[src/pcdeb_pkg.sv]
// Shared constants and types for the per-input counter debounce block.
// No dependencies; every other file imports this package.
`timescale 1ns / 1ps

package pcdeb_pkg;

  localparam int NUM_INPUTS    = 13;
  localparam int FIELD_BITS    = 13;
  localparam int ACTIVE_INPUTS = (NUM_INPUTS < FIELD_BITS) ? NUM_INPUTS : FIELD_BITS;
  localparam int THR_W         = 16;
  localparam int THR_PER_REG   = 4;
  localparam int CFG_DATA_W    = 64;
  localparam int CFG_IDX_W     = 3;

  typedef logic [FIELD_BITS-1:0]               level_vec_t;
  typedef logic [ACTIVE_INPUTS-1:0]            active_vec_t;
  typedef logic [THR_W-1:0]                    thr_t;
  typedef logic [ACTIVE_INPUTS-1:0][THR_W-1:0] thr_arr_t;
  typedef logic [CFG_IDX_W-1:0]                cfg_idx_t;
  typedef logic [CFG_DATA_W-1:0]               cfg_data_t;

  localparam thr_t THR_MAX = {THR_W{1'b1}};

endpackage

[src/pcdeb_if.sv]
// Valid/ready channel interfaces for the debounce block: input, result, config.
// Depends on pcdeb_pkg.
`timescale 1ns / 1ps

interface pcdeb_in_if import pcdeb_pkg::*; ();
  logic       valid;
  logic       ready;
  level_vec_t raw_levels;
  modport source (output valid, output raw_levels, input ready);
  modport sink   (input valid, input raw_levels, output ready);
endinterface

interface pcdeb_out_if import pcdeb_pkg::*; ();
  logic       valid;
  logic       ready;
  level_vec_t filtered_levels;
  modport source (output valid, output filtered_levels, input ready);
  modport sink   (input valid, input filtered_levels, output ready);
endinterface

interface pcdeb_cfg_if import pcdeb_pkg::*; ();
  logic      valid;
  logic      ready;
  cfg_idx_t  idx;
  cfg_data_t wdata;
  modport source (output valid, output idx, output wdata, input ready);
  modport sink   (input valid, input idx, input wdata, output ready);
endinterface

[src/pcdeb_cfg_regs.sv]
// Threshold register file: one 16-bit debounce threshold per active input.
// Depends on pcdeb_pkg.
`timescale 1ns / 1ps

module pcdeb_cfg_regs import pcdeb_pkg::*; (
  input  logic      clk,
  input  logic      rst_n,
  input  logic      wr_en,
  input  cfg_idx_t  wr_idx,
  input  cfg_data_t wr_data,
  output thr_arr_t  thr
);

  thr_arr_t thr_r;

  // Input i lives in register i/4, slot i%4; writes beyond the last register match nothing.
  for (genvar i = 0; i < ACTIVE_INPUTS; i++) begin : g_thr
    always_ff @(posedge clk) begin
      if (!rst_n) begin
        thr_r[i] <= '0;
      end else if (wr_en && (wr_idx == CFG_IDX_W'(i / THR_PER_REG))) begin
        thr_r[i] <= wr_data[(i % THR_PER_REG) * THR_W +: THR_W];
      end
    end
  end

  assign thr = thr_r;

endmodule

[src/pcdeb_filter.sv]
// Debounce state and per-input update: stable levels and mismatch counters.
// Depends on pcdeb_pkg.
`timescale 1ns / 1ps

module pcdeb_filter import pcdeb_pkg::*; (
  input  logic       clk,
  input  logic       rst_n,
  input  logic       step_en,
  input  level_vec_t raw,
  input  thr_arr_t   thr,
  output level_vec_t stable_nxt_out
);

  active_vec_t                   stable_r;
  active_vec_t                   stable_nxt;
  logic [ACTIVE_INPUTS-1:0][THR_W-1:0] cnt_r;
  logic [ACTIVE_INPUTS-1:0][THR_W-1:0] cnt_nxt;

  for (genvar i = 0; i < ACTIVE_INPUTS; i++) begin : g_ch
    logic differ;
    thr_t inc;
    logic hit;

    assign differ = raw[i] ^ stable_r[i];
    // The counter saturates rather than wrapping.
    assign inc    = (cnt_r[i] == THR_MAX) ? cnt_r[i] : cnt_r[i] + thr_t'(1);
    assign hit    = (inc >= thr[i]);

    always_comb begin
      stable_nxt[i] = stable_r[i];
      cnt_nxt[i]    = '0;
      if (differ) begin
        if (hit) begin
          stable_nxt[i] = raw[i];
        end else begin
          cnt_nxt[i] = inc;
        end
      end
    end

    always_ff @(posedge clk) begin
      if (!rst_n) begin
        stable_r[i] <= 1'b0;
        cnt_r[i]    <= '0;
      end else if (step_en) begin
        stable_r[i] <= stable_nxt[i];
        cnt_r[i]    <= cnt_nxt[i];
      end
    end
  end

  // Inputs past the active count are not filtered and read as zero.
  for (genvar b = 0; b < FIELD_BITS; b++) begin : g_out
    if (b < ACTIVE_INPUTS) begin : g_act
      assign stable_nxt_out[b] = stable_nxt[b];
    end else begin : g_off
      assign stable_nxt_out[b] = 1'b0;
    end
  end

endmodule

[src/per_input_counter_debounce_top.sv]
// Top level of the per-input counter debounce filter.
// Depends on pcdeb_pkg, pcdeb_if, pcdeb_cfg_regs and pcdeb_filter.
//
//   Channel  Direction  Payload                       Transaction when
//   in_ch    sink       raw_levels[12:0]              valid && ready
//   out_ch   source     filtered_levels[12:0]         valid && ready
//   cfg_ch   sink       idx[2:0], wdata[63:0]         valid && ready
//
// Each transaction is held in the input register and then moves to the result
// register, from which out_ch offers it; one item is taken per cycle while out_ch
// does not stall. All thirteen counters update in parallel with one compare each.
// Reset (rst_n low, synchronous) clears thresholds, stable levels, counters and
// both valid flags.
// A stalled result holds the pipeline; the input register still fills behind it.
// Config is always ready.
`timescale 1ns / 1ps

module per_input_counter_debounce_top import pcdeb_pkg::*; (
  input logic        clk,
  input logic        rst_n,
  pcdeb_in_if.sink   in_ch,
  pcdeb_out_if.source out_ch,
  pcdeb_cfg_if.sink  cfg_ch
);

  logic       in_vld_r;
  level_vec_t in_raw_r;
  logic       out_vld_r;
  level_vec_t out_lvl_r;
  logic       out_free;
  logic       step;
  thr_arr_t   thr;
  level_vec_t stable_nxt;

  assign out_free     = !out_vld_r || out_ch.ready;
  assign step         = in_vld_r && out_free;
  assign in_ch.ready  = !in_vld_r || out_free;
  assign cfg_ch.ready = 1'b1;

  pcdeb_cfg_regs u_cfg (
    .clk     (clk),
    .rst_n   (rst_n),
    .wr_en   (cfg_ch.valid),
    .wr_idx  (cfg_ch.idx),
    .wr_data (cfg_ch.wdata),
    .thr     (thr)
  );

  pcdeb_filter u_filter (
    .clk            (clk),
    .rst_n          (rst_n),
    .step_en        (step),
    .raw            (in_raw_r),
    .thr            (thr),
    .stable_nxt_out (stable_nxt)
  );

  always_ff @(posedge clk) begin
    if (!rst_n) begin
      in_vld_r  <= 1'b0;
      out_vld_r <= 1'b0;
    end else begin
      if (in_ch.ready) begin
        in_vld_r <= in_ch.valid;
      end
      if (out_free) begin
        out_vld_r <= in_vld_r;
      end
    end
  end

  always_ff @(posedge clk) begin
    if (in_ch.valid && in_ch.ready) begin
      in_raw_r <= in_ch.raw_levels;
    end
    if (step) begin
      out_lvl_r <= stable_nxt;
    end
  end

  assign out_ch.valid           = out_vld_r;
  assign out_ch.filtered_levels = out_lvl_r;

endmodule

[src/flat_wrapper.sv]
// flat-port wrapper written by rule: the top's interface ports become plain ports
module per_input_counter_debounce_top_flat import pcdeb_pkg::*;
  (clk, rst_n, in_ch_valid, in_ch_raw_levels, in_ch_ready, out_ch_valid, out_ch_filtered_levels, out_ch_ready, cfg_ch_valid, cfg_ch_idx, cfg_ch_wdata, cfg_ch_ready);
  pcdeb_in_if in_ch_i ();
  pcdeb_out_if out_ch_i ();
  pcdeb_cfg_if cfg_ch_i ();
  input logic clk;
  input logic rst_n;
  input wire logic [$bits(in_ch_i.valid)-1:0] in_ch_valid;
  input wire logic [$bits(in_ch_i.raw_levels)-1:0] in_ch_raw_levels;
  output wire logic [$bits(in_ch_i.ready)-1:0] in_ch_ready;
  output wire logic [$bits(out_ch_i.valid)-1:0] out_ch_valid;
  output wire logic [$bits(out_ch_i.filtered_levels)-1:0] out_ch_filtered_levels;
  input wire logic [$bits(out_ch_i.ready)-1:0] out_ch_ready;
  input wire logic [$bits(cfg_ch_i.valid)-1:0] cfg_ch_valid;
  input wire logic [$bits(cfg_ch_i.idx)-1:0] cfg_ch_idx;
  input wire logic [$bits(cfg_ch_i.wdata)-1:0] cfg_ch_wdata;
  output wire logic [$bits(cfg_ch_i.ready)-1:0] cfg_ch_ready;
  assign in_ch_i.valid = in_ch_valid;
  assign in_ch_i.raw_levels = in_ch_raw_levels;
  assign in_ch_ready = in_ch_i.ready;
  assign out_ch_valid = out_ch_i.valid;
  assign out_ch_filtered_levels = out_ch_i.filtered_levels;
  assign out_ch_i.ready = out_ch_ready;
  assign cfg_ch_i.valid = cfg_ch_valid;
  assign cfg_ch_i.idx = cfg_ch_idx;
  assign cfg_ch_i.wdata = cfg_ch_wdata;
  assign cfg_ch_ready = cfg_ch_i.ready;
  per_input_counter_debounce_top u_core (.clk(clk), .rst_n(rst_n), .in_ch(in_ch_i), .out_ch(out_ch_i), .cfg_ch(cfg_ch_i));
endmodule
[config.mk]
export PLATFORM = sky130hd
export DESIGN_NAME = per_input_counter_debounce_top_flat
export DESIGN_NICKNAME = d
export VERILOG_FILES = /design/src/pcdeb_pkg.sv /design/src/pcdeb_if.sv /design/src/pcdeb_cfg_regs.sv /design/src/pcdeb_filter.sv /design/src/per_input_counter_debounce_top.sv /design/src/flat_wrapper.sv
export SDC_FILE = /design/constraint.sdc
export NUM_CORES = 1
export LEC_CHECK = 0
export ABC_CLOCK_PERIOD_IN_PS = 6500
export BUFFER_PORTS_ARGS = -buffer_cell sky130_fd_sc_hd__buf_4
export CORE_MARGIN = 2
export CORE_UTILIZATION = 65
export CTS_CLUSTER_DIAMETER = 60
export DETAILED_ROUTE_END_ITERATION = 8
export GPL_ROUTABILITY_DRIVEN = 0
export GPL_TIMING_DRIVEN = 0
export PLACE_DENSITY = 0.83
export SETUP_SLACK_MARGIN = 0.5
export SYNTH_ARGS = -nofsm -noshare
export SYNTH_HDL_FRONTEND = slang
export SYNTH_SLANG_ARGS = --single-unit
[constraint.sdc]
create_clock -name clk -period 6.5 [get_ports clk]
set_input_delay 1.95 -clock clk [delete_from_list [all_inputs] [get_ports clk]]
set_output_delay 1.95 -clock clk [all_outputs]
set_load 0.03 [all_outputs]
==> flow_metrics.py <==
metrics = {
    "cells_and_area": {
        "layout-area-overhead-vs-synth_pct": 11.5,
        "finalNetCount": 3890,
        "antenna-diode-count": 0,
        "layout-drive-gt1-share_pct": 9.46,
        "nFillCells": 3102,
    },
    "cts": {
        "clock-sinks": 457,
        "cts-resized-gates": 0,
        "clk_latency_ns": 0.61,
        "post-cts-setup-buffers": 0,
        "cts.clk_slew.worst_paths_ns": 0.06,
        "cts_buffer_depth": 3,
        "cts_made_buffers": 51,
        "cts_tree": "built",
        "root_buffer": "clkbuf_16",
        "cts_hold_buffers": 0,
        "htreeDepth": 2,
    },
    "floorplanning": {
        "dieArea_um2": 43100,
        "dieHeight_um": 208,
        "rows": 74,
        "start_util_pct": 65.9,
        "num_io_pins": 101,
        "core_region_area_um2": 40800,
        "die_x_um": 208,
    },
    "worst_setup_path": {
        "slowest_delay_ns": 1.01,
        "cp.arrival_ns": 5.15,
        "reg2reg_depth": 14,
        "start_kind": "input port",
        "crit_chain": "clkbuf_1 -> inv_1 -> clkbuf_1 -> buf_1 -> clkbuf_1 -> nor2_1",
        "startpoint": "rst_n",
        "r2r-end": "u_core.u_filter.cnt_r[37]",
        "crit_type": "in -> reg",
        "crit_slowest_cell": "clkbuf_1",
        "r2r_start": "u_core.u_filter.cnt_r[32]",
        "reg2reg_slack_ns": 2.22,
        "endpoint": "u_core.u_filter.stable_r[11]",
        "path_max_fanout": 10,
        "crit_top_cell": "clkbuf_1",
        "crit_path_end_kind": "register",
        "required_ns": 6.94,
    },
    "synthesis": {
        "yosysWarnings": 0,
        "synthArstFlopShare_pct": 0,
        "synth_cell_type_count": 100,
        "synth_seq_cells": 457,
        "synth_ff_type": "dfxtp_1",
        "synth_top_area_share_pct": 32.0,
        "synthCells": 3432,
        "avgSynthCellArea_um2": 7.84,
        "synth_top_cell_by_area": "dfxtp_1",
        "synth-edff-count": 26,
        "yosysSeqAreaShare_pct": 34.9,
        "syn-cell-area_um2": 26900,
        "synth_fp_nets": 3738,
        "synth_area_leaders": "dfxtp_1 32%, ha_1 10%, nand2_1 9.6%",
    },
    "status": {
        "outcome": "complete, no violations",
    },
    "global_route": {
        "grt_pass1_wl_um": 129000,
        "grtUsageTotal_pct": 37.1,
        "antenna_found_initial": 0,
        "grt_max_degree": 23,
        "first_global_vias": 25140,
        "grt.overflow.total": 0,
    },
    "timing": {
        "rsz0062_at_grt": "no",
        "tightest_slew_ns": 1.38,
        "setup_viol": 0,
        "worst_slack_ns": 1.79,
        "min_period_ns": 4.71,
        "finalCritPeriodShare_pct": 72.4,
        "whs_ns": 0.454,
        "clock.fmax_ghz": 0.212,
        "hold_viol": 0,
        "setup_tns_ns": 0,
        "drv_slew": 0,
        "slew_headroom_pct": 8.28,
        "skew_ns": 0.0194,
    },
    "routing": {
        "wirelength_um": 82400,
        "dr.pass1.iters": 6,
        "vias_per_cell": 6.36,
        "vias": 26419,
        "drc": 0,
        "avgRoutedWirePerCell_um": 19.8,
        "ant_nets": 0,
        "drt_iter0_markers": 2930,
    },
    "hold_path": {
        "min_path_type": "reg -> reg",
    },
    "power_and_ir_drop": {
        "peakVddDrop_uv": 185,
        "p_per_area_nw_per_um2": 216,
        "p_leak_nw": 11.4,
    },
    "place": {
        "place_worst_setup_slack_ns": 1.38,
        "hpwl_um": 60000,
        "portBuffers": 97,
    },
    "run": {
        "max-cap-violations": 0,
    },
}
## power breakdown
part / internal [mW] / leakage (nW) / switching (mW) / total [mW]
clock network: 1.66 / 0.824 / 1.24 / 2.91
logic: 0.209 / 6.86 / 0.447 / 0.657
registers: 2.88 / 3.73 / 0.0421 / 2.93
## cell type report
cell class	instances	area [um2]	area share, %
Inverter	234	878	2.93
Buffer	166	697	2.32
Clock buffer	60	1360	4.53
Clock inverter	33	298	0.992
Multi-Input combinational cell	2575	15900	53.1
Sequential cell	457	9410	31.4
Timing Repair Buffer	99	754	2.51
Tap cell	532	666	2.22
## worst min-delay path by stage
stage | from | to | slack [ns] | cells past startpoint
finish | u_core.u_cfg.thr[43] | u_core.u_cfg.thr[43] | 0.45 | 2
global route | u_core.u_cfg.thr[95] | u_core.u_cfg.thr[95] | 0.47 | 2
global placement | u_core.u_cfg.thr[20] | u_core.u_cfg.thr[20] | 0.44 | 2
CTS | u_core.u_cfg.thr[79] | u_core.u_cfg.thr[79] | 0.46 | 2
floorplan | u_core.u_cfg.thr[100] | u_core.u_cfg.thr[100] | 0.44 | 2
detailed placement | u_core.u_cfg.thr[157] | u_core.u_cfg.thr[157] | 0.45 | 2
## per-stage QoR
| step | power, mW | std cells | area [um2] | util, % |
|---|---|---|---|---|
| floorplan | 3.35 | 3432 | 26900 | - |
| global placement | 3.59 | 4061 | 28300 | 69.4 |
| detailed placement | 3.62 | 4063 | 28400 | 69.4 |
| CTS | 6.47 | 4156 | 30000 | 73.5 |
| global route | 6.65 | 4156 | 30000 | 73.5 |
| finish | 6.49 | 4156 | 30000 | 73.5 |
## kinds of logic after synthesis
| group | Yosys count | synth area share [%] |
|---|---|---|
| AOI/OAI and AO/OA | 829 | 19.4 |
| xor gates and xnor gates | 92 | 2.99 |
| adders and majority gates | 221 | 10.3 |
| buffers and inverters | 400 | 5.85 |
| DFF | 457 | 34.9 |
| muxes | 63 | 2.59 |
| other | 1 | 0.0139 |
| and+or+nand+nor | 1369 | 23.9 |
## synthesized netlist by cell type, types with 10 or more instances
library cell	count
a211o_1	13
a211oi_1	34
a21o_1	12
a21oi_1	407
a22o_1	14
a22oi_1	35
a31o_2	10
a31oi_1	34
a32oi_1	34
and2_1	21
and3_1	43
and4_1	22
buf_2	19
clkbuf_1	129
dfxtp_1	431
edfxtp_1	26
ha_1	221
inv_1	233
mux2_2	49
mux2i_1	13
nand2_1	685
nand2b_1	32
nand3_1	123
nand4_1	58
nand4b_1	14
nor2_1	206
nor2b_1	18
nor3_1	34
nor4_1	19
o211ai_1	35
o21a_1	25
o21ai_0	84
or2_2	21
or3_1	20
xnor2_1	50
xor2_1	42
## layout by cell type (no fill, tap or decap), drive strengths merged, types with 34 or more instances in the layout
master,count
and3,45
nand4,63
buf,130
nand2,687
a31oi,34
mux2,50
a21oi,409
a32oi,34
a211oi,37
xor2,42
ha,221
nand3,126
nor3,43
a22oi,35
o211ai,35
dfxtp,431
o21ai,89
xnor2,50
inv,242
nor2,207
clkbuf,194
## state kept, by name, summed over array words and instances (netlist names)
| signal | cells |
|---|---|
| u_core.u_filter.stable_r | 13 |
| u_core.u_filter.cnt_r | 208 |
| u_core.in_vld_r | 1 |
| u_core.in_raw_r | 13 |
| u_core.out_ch.filtered_levels | 13 |
| u_core.u_cfg.thr | 208 |
| u_core.out_ch.valid | 1 |
## metal layers
metal	global-route usage, %	part of all wire (%)	vias to the layer above
met1	46.9	39	12356
li1	-	-	12390
met4	20.5	5.6	0
met3	6.64	9.9	308
met2	60.1	45	1365
met5	0	0	-
## worst max-delay path: cells and delay by family
kind	cells	cell delay [ns]
buffers and inverters	5	3.07
AND/OR/NAND/NOR	1	0.11
Power figures use the tool's default switching activity.
